### src/rtl/dod_pkg.sv
// shared types, sizes and helpers for the delta-of-delta varint encoder
// no dependencies
`default_nettype none

package dod_pkg;

  localparam int BLOCK_RECORDS = 4;
  localparam int OFFSET_BITS   = 48;
  localparam int RIB_W         = (BLOCK_RECORDS > 2) ? $clog2(BLOCK_RECORDS) : 1;

  localparam logic CMD_RECORD = 1'b0;
  localparam logic CMD_FINISH = 1'b1;

  typedef struct packed {
    logic               command;
    logic [63:0]        timestamp;
    logic signed [31:0] price;
  } in_word_t;

  typedef struct packed {
    logic [7:0]         out_byte;
    logic               byte_valid;
    logic               last;
    logic               index_valid;
    logic [47:0]        index_offset;
    logic [63:0]        index_ts;
    logic signed [31:0] index_price;
  } out_word_t;

  // one input word's work as handed to the byte emitter
  typedef struct packed {
    logic        is_finish;
    logic        first;
    logic        close;
    logic [63:0] v0;
    logic [63:0] v1;
    logic [63:0] idx_ts;
    logic [31:0] idx_price;
  } job_t;

  function automatic logic [63:0] zigzag32(input logic [31:0] d);
    logic [31:0] z;
    z = {d[30:0], 1'b0} ^ {32{d[31]}};
    return {32'd0, z};
  endfunction

endpackage

`default_nettype wire

### src/rtl/dod_front.sv
// record state and delta computation, builds one job per accepted word
// depends on dod_pkg
`default_nettype none

module dod_front (
  input  wire logic            clk,
  input  wire logic            rst,
  input  wire logic            accept,
  input  wire dod_pkg::in_word_t in_data,
  output dod_pkg::job_t        job
);

  logic [31:0]              last_ts_lo;
  logic [31:0]              last_price;
  logic [31:0]              last_ts_delta;
  logic [dod_pkg::RIB_W-1:0] record_in_block;
  logic [63:0]              block_base_ts;
  logic [31:0]              block_base_price;

  logic        first;
  logic        close;
  logic [31:0] td;
  logic [31:0] dod;
  logic [31:0] pd;

  assign first = (record_in_block == '0);
  assign close = (record_in_block == dod_pkg::RIB_W'(dod_pkg::BLOCK_RECORDS - 1));
  assign td    = in_data.timestamp[31:0] - last_ts_lo;
  assign dod   = td - last_ts_delta;
  assign pd    = 32'(in_data.price) - last_price;

  always_comb begin
    job.is_finish = (in_data.command == dod_pkg::CMD_FINISH);
    job.first     = first && !job.is_finish;
    job.idx_ts    = block_base_ts;
    job.idx_price = block_base_price;
    if (job.is_finish) begin
      job.close = !first;
      job.v0    = '0;
      job.v1    = '0;
    end else if (first) begin
      job.close = 1'b0;
      job.v0    = in_data.timestamp;
      job.v1    = {{32{in_data.price[31]}}, 32'(in_data.price)};
    end else begin
      job.close = close;
      job.v0    = (record_in_block == dod_pkg::RIB_W'(1)) ? dod_pkg::zigzag32(td)
                                                          : dod_pkg::zigzag32(dod);
      job.v1    = dod_pkg::zigzag32(pd);
    end
  end

  always_ff @(posedge clk) begin
    if (rst) begin
      last_ts_lo       <= '0;
      last_price       <= '0;
      last_ts_delta    <= '0;
      record_in_block  <= '0;
      block_base_ts    <= '0;
      block_base_price <= '0;
    end else if (accept) begin
      if (in_data.command == dod_pkg::CMD_FINISH) begin
        last_ts_lo       <= '0;
        last_price       <= '0;
        last_ts_delta    <= '0;
        record_in_block  <= '0;
        block_base_ts    <= '0;
        block_base_price <= '0;
      end else begin
        last_ts_lo <= in_data.timestamp[31:0];
        last_price <= 32'(in_data.price);
        if (first) begin
          last_ts_delta    <= '0;
          block_base_ts    <= in_data.timestamp;
          block_base_price <= 32'(in_data.price);
        end else begin
          last_ts_delta <= td;
        end
        record_in_block <= close ? '0 : record_in_block + dod_pkg::RIB_W'(1);
      end
    end
  end

endmodule

`default_nettype wire

### src/rtl/dod_emit.sv
// varint byte emitter: holds one job, shifts out 7-bit groups, tracks stream offset
// depends on dod_pkg
`default_nettype none

module dod_emit (
  input  wire logic              clk,
  input  wire logic              rst,
  input  wire logic              load,
  input  wire dod_pkg::job_t     job_in,
  output logic                   in_ready,
  output logic                   out_valid,
  input  wire logic              out_ready,
  output dod_pkg::out_word_t     out_data
);

  dod_pkg::job_t                job;
  logic                         job_valid;
  logic                         phase;
  logic                         at_start;
  logic [63:0]                  cur;
  logic [dod_pkg::OFFSET_BITS-1:0] byte_offset;
  logic [dod_pkg::OFFSET_BITS-1:0] block_start_offset;

  logic               step;
  logic               cont;
  logic               last_byte;
  logic [63:0]        start_wide;
  dod_pkg::out_word_t out_next;

  assign step      = job_valid && (!out_valid || out_ready);
  assign cont      = |cur[63:7];
  assign last_byte = job.is_finish || (phase && !cont);
  assign in_ready  = !job_valid || (step && last_byte);
  assign start_wide = 64'(block_start_offset);

  always_comb begin
    out_next.out_byte    = job.is_finish ? 8'd0 : {cont, cur[6:0]};
    out_next.byte_valid  = !job.is_finish;
    out_next.last        = last_byte;
    out_next.index_valid = last_byte && job.close;
    if (out_next.index_valid) begin
      out_next.index_offset = start_wide[47:0];
      out_next.index_ts     = job.idx_ts;
      out_next.index_price  = job.idx_price;
    end else begin
      out_next.index_offset = '0;
      out_next.index_ts     = '0;
      out_next.index_price  = '0;
    end
  end

  always_ff @(posedge clk) begin
    if (rst) begin
      job_valid          <= 1'b0;
      out_valid          <= 1'b0;
      byte_offset        <= '0;
      block_start_offset <= '0;
      phase              <= 1'b0;
      at_start           <= 1'b0;
    end else begin
      if (step) begin
        out_data  <= out_next;
        out_valid <= 1'b1;
        if (job.is_finish) begin
          byte_offset        <= '0;
          block_start_offset <= '0;
        end else begin
          byte_offset <= byte_offset + dod_pkg::OFFSET_BITS'(1);
          if (at_start && job.first) begin
            block_start_offset <= byte_offset;
          end
        end
      end else if (out_ready) begin
        out_valid <= 1'b0;
      end
      if (load) begin
        job       <= job_in;
        cur       <= job_in.v0;
        phase     <= 1'b0;
        at_start  <= 1'b1;
        job_valid <= 1'b1;
      end else if (step) begin
        at_start <= 1'b0;
        if (!last_byte) begin
          if (!phase && !cont) begin
            phase <= 1'b1;
            cur   <= job.v1;
          end else begin
            cur <= {7'd0, cur[63:7]};
          end
        end else begin
          job_valid <= 1'b0;
        end
      end
    end
  end

endmodule

`default_nettype wire

### src/rtl/delta_of_delta_varint_encoder_core.sv
// top level of the delta-of-delta varint encoder
// depends on dod_pkg, dod_front, dod_emit
//
// in channel (in_valid / in_ready / in_data) takes one word per record or a
// finish command; out channel (out_valid / out_ready / out_data) gives one word
// per stream byte, with last set on the final word of each input word.
// a block's first record produces 2 to 20 varint bytes, a later record 2 to 10;
// a finish command produces a single word that carries no byte.
// the emitter puts out one byte per cycle while the receiver does not stall it.
// a new input word is accepted in the cycle its predecessor's last byte moves
// into the output register, so the stream runs with no gap between words.
// after acceptance the job is registered in the emitter, and its first byte then moves into the output register.
// a stalled receiver holds the output register; the emitter and then the
// input side stop until out_ready returns.
// synchronous reset clears all record state, the byte offset and both
// valid flags.
`default_nettype none

module delta_of_delta_varint_encoder_core (
  input  wire logic               clk,
  input  wire logic               rst,
  input  wire logic               in_valid,
  output logic                    in_ready,
  input  wire dod_pkg::in_word_t  in_data,
  output logic                    out_valid,
  input  wire logic               out_ready,
  output dod_pkg::out_word_t      out_data
);

  logic          accept;
  dod_pkg::job_t job;

  assign accept = in_valid && in_ready;

  dod_front u_front (
    .clk     (clk),
    .rst     (rst),
    .accept  (accept),
    .in_data (in_data),
    .job     (job)
  );

  dod_emit u_emit (
    .clk       (clk),
    .rst       (rst),
    .load      (accept),
    .job_in    (job),
    .in_ready  (in_ready),
    .out_valid (out_valid),
    .out_ready (out_ready),
    .out_data  (out_data)
  );

endmodule

`default_nettype wire

### config.mk
export PLATFORM = sky130hd
export DESIGN_NAME = delta_of_delta_varint_encoder_core
export DESIGN_NICKNAME = d
export VERILOG_FILES = /design/src/rtl/dod_pkg.sv /design/src/rtl/dod_front.sv /design/src/rtl/dod_emit.sv /design/src/rtl/delta_of_delta_varint_encoder_core.sv
export SDC_FILE = /design/constraint.sdc
export NUM_CORES = 1
export LEC_CHECK = 0
export ABC_AREA = 1
export BUFFER_PORTS_ARGS = -buffer_cell sky130_fd_sc_hd__buf_2
export CAP_MARGIN = 20
export CORE_ASPECT_RATIO = 1.2
export CORE_MARGIN = 2
export CORE_UTILIZATION = 54
export CTS_BUF_LIST = sky130_fd_sc_hd__clkbuf_4
export CTS_CLUSTER_SIZE = 25
export DETAILED_ROUTE_END_ITERATION = 10
export GPL_TIMING_DRIVEN = 0
export PLACE_DENSITY = 0.69
export SETUP_SLACK_MARGIN = 0.5
export SLEW_MARGIN = 20
export SYNTH_ARGS = -nofsm -noshare
export SYNTH_HDL_FRONTEND = slang
export SYNTH_SLANG_ARGS = --single-unit
### constraint.sdc
create_clock -name clk -period 18.05 [get_ports clk]
set_input_delay 2.7075 -clock clk [delete_from_list [all_inputs] [get_ports clk]]
set_output_delay 2.7075 -clock clk [all_outputs]
set_load 0.005 [all_outputs]
==> results.toml <==
[run_status]
outcome = "completed"

[worst_hold_path]
hold_path_depth = 0
min_to = "u_emit.job[45]"
hp-class = "reg2reg"
min_from = "u_front.block_base_ts[13]"

[timing]
fin_crit_sh = 0.388
setup_viol = 0
rsz0062_at_grt = "no"
slew_violations = 0
fin_tns_setup_ps = 0
holdWs_ps = 404
tightest_slew_ps = 1040
fin_crit_ps = 7010
fmax_mhz = 143
skew_ps = 85.4
slew_headroom = 0.308
hold_viol = 0

[route]
vias = 27600
post-route-drc-count = 0
vias_per_cell = 5.32
detail-route-antenna-nets = 0
drtPass1Iterations = 9
first_iter_violations = 2217
finalWirelength_um = 95700
wire_per_inst_um = 18.5

[setup_path]
reg2reg_depth = 26
path_max_fanout = 10
end_kind = "flop"
r2r_slack_ps = 12610
r2r_end = "u_emit.cur[25]"
timing.rr.start = "u_front.last_ts_lo[0]"
worstPathArrival_ps = 7740
crit_type = "in2reg"
required_ps = 18770
cp-start-kind = "input pin"

[cts]
h-tree-depth = 4
cts_inserted_buffers = 161
cts_tree = "done"
cts.reportedPaths.clkPinSlew_ps = 70
cts_root_buffer = "clkbuf_4"
clk_latency_ps = 1010
cts.sinks = 645
clockBufferDepth = 3
ctsResizeCount = 0
cts_setup_buffers = 0
ctsHoldBuffers = 0

[pwr]
ir_worst_vdd_mv = 0.0507
power_density_nw_per_um2 = 99.4
p_leak_uw = 0.0152
total_power_uw = 3640

[cells_and_area]
fill_cells = 5362
multi_input_area_sq_um = 12700
drive_above_1_share = 0.161
syn2layout_area_growth_pct = 14.6
final-seq-area_sq_um = 16400
nets = 4445
instances_no_fill = 5178

[synth]
synth_seq_area_share = 0.514
syn_avg_cell_area_sq_um = 8.38
yosysWarnings = 0
synthFlopType = "edfxtp_1"
synth_edf_count = 351
netlist_instances = 3813
synth_nets = 4014
async_flop_share = 0
synth.distinct_cells = 53
netlist_area_sq_um = 32000
ys_ff_latch = 645

[floorplan]
coreArea_sq_um = 58500
chipWidth_um = 226
dieArea_sq_um = 61200
start_util = 0.547
row_count = 97
fp.dieH_um = 271
ios = 258

[grt]
use_met1 = 0.398
grt_max_degree = 100
gr-max-usage-layer = "met2"
use_met2 = 0.527
met3_usage = 0.0525
grt_pass1_vias = 26200
gr-total-overflow = 0
antenna_found_initial = 5
grt_use_total = 0.312
grt_pass1_wl_um = 145000

[place]
place_inst = 4873
port_buffers = 257
dp_hpwl_um = 74700
gp_congestion = 0.962

[run]
maxCapViolCount = 0
-- registers in the layout, indices dropped and copies added (netlist names), 2 cells and up --
signal and flops:
u_emit.block_start_offset 48, u_emit.byte_offset 48, u_emit.cur 64, u_emit.job 132, u_emit.out_data 155, u_front.block_base_price 32, u_front.block_base_ts 64, u_front.last_price 32
u_front.last_ts_delta 32, u_front.last_ts_lo 32, u_front.record_in_block 2
-- synth_stat cells, drive strengths merged, types with 58 or more instances --
library cell | instances | share of area
nand2 | 771 | 0.093
inv | 564 | 0.066
nor2 | 377 | 0.045
edfxtp | 351 | 0.33
dfxtp | 294 | 0.18
nand3 | 289 | 0.046
a21oi | 287 | 0.046
o21ai | 249 | 0.040
ha | 97 | 0.038
clkbuf | 88 | 0.010
o22ai | 86 | 0.023
buf | 58 | 0.011
-- worst max-delay path by stage --
stage,end,slack (ps),start,cells past startpoint
2_1_floorplan,u_emit.out_data[0],7640,out_ready,5
3_3_place_gp,u_emit.out_data[86],4230,out_ready,6
3_5_place_dp,u_emit.cur[25],10130,in_data[32],28
4_1_cts,u_emit.cur[25],11180,in_data[32],28
5_1_grt,u_emit.cur[25],10740,in_data[32],28
6_report,u_emit.cur[25],11040,in_data[32],28
-- worst max-delay path, cell delays in order --
cell and delay [ps]:
buf_2 80, inv_1 80, ha_1 240, fa_1 410, inv_1 80, nand3_1 60
nand2_1 190, a21oi_1 160, o21ai_0 580, nand2_1 100, nand2_1 170, xor2_1 440
ha_1 370, a21oi_1 200, o21ai_0 140, a21oi_1 130, nand2_1 130, nand2_1 100
nand3_2 150, inv_1 150, nand3_2 240, buf_2 280, nand3_1 90, nand3_1 80
nand2_1 80, nand2_1 50, nand2_1 190, nand2_1 70
-- final cells by class --
cell class	count	share of cell area
flip-flops and latches	645	0.448
inverters	566	0.0580
plain buffers	146	0.0193
clock buffers	253	0.0518
clock inverters	47	0.00649
multi-input cells	2456	0.348
diodes	5	0.000342
well taps	792	0.0270
repair buffers	268	0.0407
-- cells by family after synthesis --
logic type      synth area share
simple gates               0.212
xor+xnor                  0.0219
buf+inv                   0.0882
compound gates             0.124
fa+ha+maj                 0.0398
flops                      0.514
-- layout by cell type, fill, tap and decap left out, types with 50 or more instances in the layout --
cell and count:
nand2_1 746, o21ai_0 212, buf_2 280, dfxtp_1 294, clkbuf_4 253, inv_1 557
o22ai_1 57, nand3_1 285, a21oi_1 277, clkbuf_1 87, edfxtp_1 351, nor3_1 50
nor2_1 373, ha_1 97
-- per-layer routing --
layer  routed length, um  vias up
li1                    -    13600
met1               39200    12800
met2               46600      962
met3                6300      172
met4                3600        0
met5                   0        -
-- where the power goes --
group	switching (uW)	total, uW	internal [uW]
clock network	596	1250	655
registers	23.4	1640	1610
logic	510	751	241
total	1130	3640	2510
-- stage by stage --
step	utilization	instance area (sq um)	worst slack, ps
after floorplan	-	32000	7640
after global placement	0.585	34200	4230
after detailed placement	0.590	34500	10130
after CTS	0.626	36600	11180
after global routing	0.626	36600	10740
final	0.626	36600	11040
(Power assumes the default switching activity.)
